<file path="config.mk">
export PLATFORM = sky130hd
export DESIGN_NAME = audio_module_response_frame_parser_top_flat
export DESIGN_NICKNAME = d
export VERILOG_FILES = /design/src/design/amrfp_pkg.sv /design/src/design/amrfp_if.sv /design/src/design/audio_module_response_frame_parser_top.sv /design/src/flat_wrapper.sv
export SDC_FILE = /design/constraint.sdc
export NUM_CORES = 1
export LEC_CHECK = 0
export BUFFER_PORTS_ARGS = -buffer_cell sky130_fd_sc_hd__buf_2
export CORE_AREA = 2 2 133 135
export DETAILED_ROUTE_END_ITERATION = 6
export DIE_AREA = 0 0 135 137
export PLACE_DENSITY = 0.62
export REMOVE_ABC_BUFFERS = 1
export SYNTH_ARGS = -nofsm -noshare
export SYNTH_HDL_FRONTEND = slang
export SYNTH_SLANG_ARGS = --single-unit
</file>
<file path="constraint.sdc">
create_clock -name clk_i -period 3.9 [get_ports clk_i]
set_clock_uncertainty 0.2 [all_clocks]
set_input_delay 0.195 -clock clk_i [delete_from_list [all_inputs] [get_ports clk_i]]
set_output_delay 0.195 -clock clk_i [all_outputs]
set_load 0.1 [all_outputs]
</file>
<file path="src/design/amrfp_pkg.sv">
// amrfp_pkg: types and constants for the audio module response frame parser.
// No dependencies.
package amrfp_pkg;

  localparam logic [7:0] BYTE_START   = 8'h7E;
  localparam logic [7:0] BYTE_VERSION = 8'hFF;
  localparam logic [7:0] BYTE_LENGTH  = 8'h06;
  localparam logic [7:0] BYTE_END     = 8'hEF;

  localparam logic [7:0] CMD_FIN_LO   = 8'h3C;
  localparam logic [7:0] CMD_FIN_HI   = 8'h3E;
  localparam logic [7:0] CMD_INSERT   = 8'h3A;
  localparam logic [7:0] CMD_REMOVE   = 8'h3B;
  localparam logic [7:0] CMD_ONLINE   = 8'h3F;
  localparam logic [7:0] CMD_DEV_ERR  = 8'h40;
  localparam logic [7:0] CMD_ACK      = 8'h41;
  localparam logic [7:0] CMD_FB_LO    = 8'h42;
  localparam logic [7:0] CMD_FB_GAP   = 8'h4A;
  localparam logic [7:0] CMD_FB_HI    = 8'h4F;

  typedef enum logic [3:0] {
    EV_FINISHED    = 4'd0,
    EV_USB_IN      = 4'd1,
    EV_CARD_IN     = 4'd2,
    EV_USB_OUT     = 4'd3,
    EV_CARD_OUT    = 4'd4,
    EV_BOTH_ONLINE = 4'd5,
    EV_USB_ONLINE  = 4'd6,
    EV_CARD_ONLINE = 4'd7,
    EV_DEV_ERROR   = 4'd8,
    EV_FEEDBACK    = 4'd9,
    EV_ACK         = 4'd10,
    EV_FRAME_ERROR = 4'd11
  } event_kind_e;

  // next frame byte expected; one-hot
  typedef enum logic [9:0] {
    POS_HUNT = 10'b00_0000_0001,
    POS_VER  = 10'b00_0000_0010,
    POS_LEN  = 10'b00_0000_0100,
    POS_CMD  = 10'b00_0000_1000,
    POS_FB   = 10'b00_0001_0000,
    POS_PHI  = 10'b00_0010_0000,
    POS_PLO  = 10'b00_0100_0000,
    POS_CHI  = 10'b00_1000_0000,
    POS_CLO  = 10'b01_0000_0000,
    POS_END  = 10'b10_0000_0000
  } frame_pos_e;

  typedef struct packed {
    event_kind_e kind;
    logic [15:0] param;
    logic [7:0]  cmd;
  } event_word_t;

endpackage

</file>
<file path="src/design/amrfp_if.sv">
// amrfp_if: valid/ready channel interfaces for the frame parser.
// amrfp_byte_if carries received bytes, amrfp_evt_if carries event words.
interface amrfp_byte_if;
  logic       valid;
  logic       ready;
  logic [7:0] byte_in;

  modport source (output valid, output byte_in, input ready);
  modport sink   (input valid, input byte_in, output ready);
endinterface

interface amrfp_evt_if;
  logic        valid;
  logic        ready;
  logic [3:0]  event_kind;
  logic [15:0] parameter_value;
  logic [7:0]  command_code;

  modport source (output valid, output event_kind, output parameter_value,
                  output command_code, input ready);
  modport sink   (input valid, input event_kind, input parameter_value,
                  input command_code, output ready);
endinterface

</file>
<file path="src/design/audio_module_response_frame_parser_top.sv">
// An event word is registered in the output register, or in the skid register.
// Throughput: one byte per cycle while the skid register is empty; an output
// register plus a skid register keep in_i.ready high while one event word waits.
// Reset (rst_ni low, async): parser hunts for a start byte, sums and the last
// command clear to zero, both output registers empty.
// Depends on amrfp_pkg and amrfp_if.
module audio_module_response_frame_parser_top (
  input  logic                clk_i,
  input  logic                rst_ni,
  amrfp_byte_if.sink          in_i,
  amrfp_evt_if.source         out_o
);
  import amrfp_pkg::*;

  frame_pos_e  pos_q, pos_d;
  logic [15:0] sum_q, sum_d;
  logic [7:0]  cmd_q, cmd_d;
  logic [15:0] param_q, param_d;
  logic [15:0] chk_q, chk_d;
  logic [7:0]  last_q, last_d;

  event_word_t out_q, out_d, skid_q, skid_d, res;
  logic        out_valid_q, out_valid_d, skid_valid_q, skid_valid_d;
  logic        res_valid, accept, push;
  logic [7:0]  b;
  logic        usb, card;

  assign in_i.ready = !skid_valid_q;
  assign accept     = in_i.valid && in_i.ready;
  assign b          = in_i.byte_in;
  assign usb        = param_q[0];
  assign card       = param_q[1];

  always_comb begin
    pos_d     = pos_q;
    sum_d     = sum_q;
    cmd_d     = cmd_q;
    param_d   = param_q;
    chk_d     = chk_q;
    last_d    = last_q;
    res_valid = 1'b0;
    res       = '{kind: EV_FRAME_ERROR, param: 16'h0000, cmd: last_q};
    if (accept) begin
      case (pos_q)
        POS_VER: begin
          if (b != BYTE_VERSION) begin
            res_valid = 1'b1;
            pos_d     = POS_HUNT;
          end else begin
            sum_d = sum_q + {8'h00, b};
            pos_d = POS_LEN;
          end
        end
        POS_LEN: begin
          if (b != BYTE_LENGTH) begin
            res_valid = 1'b1;
            pos_d     = POS_HUNT;
          end else begin
            sum_d = sum_q + {8'h00, b};
            pos_d = POS_CMD;
          end
        end
        POS_CMD: begin
          cmd_d = b;
          sum_d = sum_q + {8'h00, b};
          pos_d = POS_FB;
        end
        POS_FB: begin
          sum_d = sum_q + {8'h00, b};
          pos_d = POS_PHI;
        end
        POS_PHI: begin
          param_d = {b, 8'h00};
          sum_d   = sum_q + {8'h00, b};
          pos_d   = POS_PLO;
        end
        POS_PLO: begin
          param_d = {param_q[15:8], b};
          sum_d   = sum_q + {8'h00, b};
          pos_d   = POS_CHI;
        end
        POS_CHI: begin
          chk_d = {b, 8'h00};
          pos_d = POS_CLO;
        end
        POS_CLO: begin
          chk_d = {chk_q[15:8], b};
          pos_d = POS_END;
        end
        POS_END: begin
          pos_d = POS_HUNT;
          if (b != BYTE_END || chk_q != 16'(16'h0000 - sum_q)) begin
            res_valid = 1'b1;
          end else if (cmd_q == CMD_ACK) begin
            res_valid = 1'b1;
            res       = '{kind: EV_ACK, param: param_q, cmd: cmd_q};
          end else begin
            last_d    = cmd_q;
            res_valid = 1'b1;
            res       = '{kind: EV_FRAME_ERROR, param: 16'h0000, cmd: cmd_q};
            case (cmd_q) inside
              [CMD_FIN_LO:CMD_FIN_HI]: res.kind = EV_FINISHED;
              CMD_INSERT: begin
                res_valid = usb || card;
                res.kind  = usb ? EV_USB_IN : EV_CARD_IN;
              end
              CMD_REMOVE: begin
                res_valid = usb || card;
                res.kind  = usb ? EV_USB_OUT : EV_CARD_OUT;
              end
              CMD_ONLINE: begin
                res_valid = usb || card;
                res.kind  = (usb && card) ? EV_BOTH_ONLINE :
                            usb ? EV_USB_ONLINE : EV_CARD_ONLINE;
              end
              CMD_DEV_ERR: res.kind = EV_DEV_ERROR;
              [CMD_FB_LO:CMD_FB_HI]: begin
                if (cmd_q != CMD_FB_GAP) res.kind = EV_FEEDBACK;
              end
              default: res.kind = EV_FRAME_ERROR;
            endcase
            if (res.kind != EV_FRAME_ERROR) res.param = param_q;
          end
        end
        default: begin
          if (b == BYTE_START) begin
            sum_d = 16'h0000;
            pos_d = POS_VER;
          end else begin
            pos_d = POS_HUNT;
          end
        end
      endcase
    end
  end

  // output register with skid
  assign push = accept && res_valid;

  always_comb begin
    out_d        = out_q;
    out_valid_d  = out_valid_q;
    skid_d       = skid_q;
    skid_valid_d = skid_valid_q;
    if (!out_valid_q || out_o.ready) begin
      if (skid_valid_q) begin
        out_d        = skid_q;
        out_valid_d  = 1'b1;
        skid_valid_d = 1'b0;
      end else begin
        out_d       = res;
        out_valid_d = push;
      end
    end else if (push) begin
      skid_d       = res;
      skid_valid_d = 1'b1;
    end
  end

  always_ff @(posedge clk_i or negedge rst_ni) begin
    if (!rst_ni) begin
      pos_q        <= POS_HUNT;
      sum_q        <= 16'h0000;
      cmd_q        <= 8'h00;
      param_q      <= 16'h0000;
      chk_q        <= 16'h0000;
      last_q       <= 8'h00;
      out_valid_q  <= 1'b0;
      skid_valid_q <= 1'b0;
    end else begin
      pos_q        <= pos_d;
      sum_q        <= sum_d;
      cmd_q        <= cmd_d;
      param_q      <= param_d;
      chk_q        <= chk_d;
      last_q       <= last_d;
      out_valid_q  <= out_valid_d;
      skid_valid_q <= skid_valid_d;
    end
  end

  always_ff @(posedge clk_i) begin
    out_q  <= out_d;
    skid_q <= skid_d;
  end

  assign out_o.valid           = out_valid_q;
  assign out_o.event_kind      = out_q.kind;
  assign out_o.parameter_value = out_q.param;
  assign out_o.command_code    = out_q.cmd;

endmodule

</file>
<file path="src/flat_wrapper.sv">
// flat-port wrapper written by rule: the top's interface ports become plain ports
module audio_module_response_frame_parser_top_flat import amrfp_pkg::*;
  (clk_i, rst_ni, in_i_valid, in_i_byte_in, in_i_ready, out_o_valid, out_o_event_kind, out_o_parameter_value, out_o_command_code, out_o_ready);
  amrfp_byte_if in_i_i ();
  amrfp_evt_if out_o_i ();
  input  logic clk_i;
  input  logic rst_ni;
  input wire logic [$bits(in_i_i.valid)-1:0] in_i_valid;
  input wire logic [$bits(in_i_i.byte_in)-1:0] in_i_byte_in;
  output wire logic [$bits(in_i_i.ready)-1:0] in_i_ready;
  output wire logic [$bits(out_o_i.valid)-1:0] out_o_valid;
  output wire logic [$bits(out_o_i.event_kind)-1:0] out_o_event_kind;
  output wire logic [$bits(out_o_i.parameter_value)-1:0] out_o_parameter_value;
  output wire logic [$bits(out_o_i.command_code)-1:0] out_o_command_code;
  input wire logic [$bits(out_o_i.ready)-1:0] out_o_ready;
  assign in_i_i.valid = in_i_valid;
  assign in_i_i.byte_in = in_i_byte_in;
  assign in_i_ready = in_i_i.ready;
  assign out_o_valid = out_o_i.valid;
  assign out_o_event_kind = out_o_i.event_kind;
  assign out_o_parameter_value = out_o_i.parameter_value;
  assign out_o_command_code = out_o_i.command_code;
  assign out_o_i.ready = out_o_ready;
  audio_module_response_frame_parser_top u_core (.clk_i(clk_i), .rst_ni(rst_ni), .in_i(in_i_i), .out_o(out_o_i));
endmodule
</file>
==> key figures <==
Outcome
  • Status: finished clean

Floorplanning
  • Die area: 18500 µm²
  • Width of the die: 135 µm
  • I/O pins: 42
  • Chip Height: 137 µm
  • Placement Rows: 48
  • Core ar.: 17100 µm²
  • Initial cell density of the core: 39.3%

Synthesis
  • Syn Inst Count: 595
  • Ys async rst share: 57.6%
  • Ys flop type: dfrtp_1
  • Post-synthesis average cell area: 11.3 µm²
  • Synth cell types: 70
  • Register area share after synthesis: 53.5%
  • Synth top area share: 28.0%
  • Top cells by area, synth: dfrtp_1 (28%), edfxtp_1 (25%), mux2_2 (6.7%)
  • Post-synthesis register bit count: 132
  • Synth area leader: dfrtp_1
  • Post-synth top cells: dfrtp_1 (75), nand2_1 (59), edfxtp_1 (56)
  • Syn. warnings: 0
  • Mapped Area: 6700 µm²
  • Top-count cell post-synth: dfrtp_1
  • EDFF count, synth: 56

Timing
  • Max Slew Vio Count: 0
  • Fmax: 284 MHz
  • Final Setup Violations: 0
  • Fin worst setup slack: 374 ps
  • Setup_tns: 0 ps
  • Final Cycle Share: 90.4%
  • Worst-Margin Slew: 1110 ps
  • Slew headroom: 25.4%
  • RSZ-0062 raised after global routing: false
  • Crit path time final: 3530 ps
  • Final Hold Fails: 0

CTS
  • Clock buffer depth: 2
  • Clock Latency Late Sink: 420 ps
  • H-Tree Depth: 4
  • CTS Buf Count: 17
  • Root Buffer: clkbuf_16
  • CTS tree: built
  • Post-CTS sizing: 0
  • Clock-pin slew on the worst setup and hold paths: 60 ps
  • Clock sink count: 132

Hold path
  • Hold crit path type: in2async

Place
  • PortBufs: 41
  • RePlAce Congestion: 0.880
  • Placed cells: 841
  • Pre-CTS setup slack: 318 ps
  • Post-detail-place hpwl: 9880 µm

Power
  • PD cells: 392 nW/µm²
  • VDD IR max: 0.329 mV
  • LEAKAGE: 3.45 nW

Global route
  • Global route overflow: 0
  • Global-route usage over all layers: 17.4%
  • Largest net degree at the start of global routing: 77
  • Vias in the first global route: 4752
  • Global-route wire length before repair: 24800 µm
  • Initial antenna violation count: 0

Finish
  • Non-filler cells, final: 885
  • FF+latch area: 3580 µm²
  • Ant. Diodes: 0
  • Layout Nets: 669
  • Area of the multi-input gates: 2930 µm²
  • Synth-to-layout area growth: 16.3%
  • Fill count: 1598
  • Layout cells sized above 1: 21.1%

Drt
  • Drt wl/cell: 16.6 µm
  • Via/cell ratio: 5.41
  • Post-route ant nets: 0
  • DRT Wirelength: 14700 µm
  • First drt pass iteration count: 5
  • Vias: 4790
  • DR iter-0 viols: 316
  • DRC violations left: 0

Worst setup path
  • Critical setup path kind: reg2reg
  • WP data required: 3990 ps
  • Crit path DAT: 3620 ps
  • Crit Path Max Fanout: 16
  • Worst Setup End Kind: register
  • Startpoint types: register

Job
  • MaxCap Viol Count: 0
-- flip-flops by register name (all words and copies together), names as in the netlist --
| register | count |
|---|---|
| u_core.out_o.command_code | 8 |
| u_core.param_q | 16 |
| u_core.pos_q | 10 |
| u_core.skid_q | 28 |
| u_core.chk_q | 16 |
| u_core.cmd_q | 8 |
| u_core.out_o.event_kind | 4 |
| u_core.skid_valid_q | 1 |
| u_core.out_o.valid | 1 |
| u_core.last_q | 8 |
| u_core.sum_q | 16 |
| u_core.out_o.parameter_value | 16 |
-- path summary, 6_finish.rpt --
kind                                              startpoint                           end  slack (ps)  cells past startpoint
worst min register to register  u_core.last_q[5]$_DFFE_PN0P_  u_core.last_q[5]$_DFFE_PN0P_         280                      1
worst min-delay path                                  rst_ni   u_core.sum_q[4]$_DFFE_PN0P_         240                      2
min in group clk_i              u_core.last_q[5]$_DFFE_PN0P_  u_core.last_q[5]$_DFFE_PN0P_         280                      1
worst max register to register   u_core.sum_q[3]$_DFFE_PN0P_   u_core.skid_q[23]$_DFFE_PP_         370                      7
worst max-delay path             u_core.sum_q[3]$_DFFE_PN0P_   u_core.skid_q[23]$_DFFE_PP_         370                      7
max in group asynchronous                             rst_ni   u_core.chk_q[4]$_DFFE_PN0P_        2560                      2
-- layout by cell type (no fill, tap or decap), drive strengths merged, types with 9 or more instances in the layout --
master       instances
nand2               59
inv                 18
and2                19
nor4                12
a22o                26
nor2                29
edfxtp              56
nand3               20
nor3                16
ha                   9
xnor2               18
dfrtp               75
or4                  9
dlygate4sd3         12
a21o                13
a21oi               15
o21ai               27
buf                 48
nand4               10
xor2                10
mux2                41
clkbuf              21
-- per-layer routing --
metal	GRT usage, %	routed length [µm]	vias up
li1	-	-	2314
met1	23.6	7000	2334
met2	27.5	6810	123
met3	3.96	665	19
met4	6.31	240	0
met5	0	0	-
-- kinds of logic (layout without fill, tap and decap cells) --
family | count (synthesis) | count (layout) | share of synthesized area (%)
xor gates and xnor gates | 28 | 28 | 3.66
DFF | 132 | 132 | 53.5
and+or+nand+nor | 220 | 220 | 18.4
buffers and inverters | 44 | 109 | 2.78
muxes | 41 | 41 | 6.95
AOI/OAI and AO/OA | 120 | 120 | 12.7
adders and majority gates | 10 | 10 | 1.98
-- area by class of cell --
class / count / area share, %
Sequential cell: 132 / 46.0
Multi-Input combinational cell: 419 / 37.6
Clock buffer: 21 / 6.04
Timing Repair Buffer: 60 / 4.88
Tap cell: 225 / 3.61
Clock inverter: 11 / 1.03
Inverter: 17 / 0.819
-- power by group --
group	switching (W)	internal [W]	leakage, nW
registers	0.00000804	0.00145	1.59
logic	0.0000815	0.0000458	1.59
clock network	0.000615	0.000862	0.263
-- per-stage QoR --
step	instance area (µm²)	power, W	util, %	hold slack, ps
2_1_floorplan	6580	0.00154	-	-301
3_3_place_gp	7120	0.00160	41.7	213
3_5_place_dp	7120	0.00160	41.7	233
4_1_cts	7790	0.00308	45.7	277
5_1_grt	7790	0.00316	45.7	300
6_report	7790	0.00306	45.7	244
-- critical path, stage by stage, from the launching register on --
cell      delay (ps)
dfrtp_1          500
or4_4            600
or3_1            360
a211oi_1         220
or3_2            200
o21ai_2           80
nor4_2           970
and2_1           250
-- what timing repair did --
action / CTS / global route
hold buffers: 12 / 0
setup endpoints to repair: 0 / 0
hold endpoints to repair: 94 / 0
buffers inserted: 0 / 0
(Power assumes the default switching activity.)
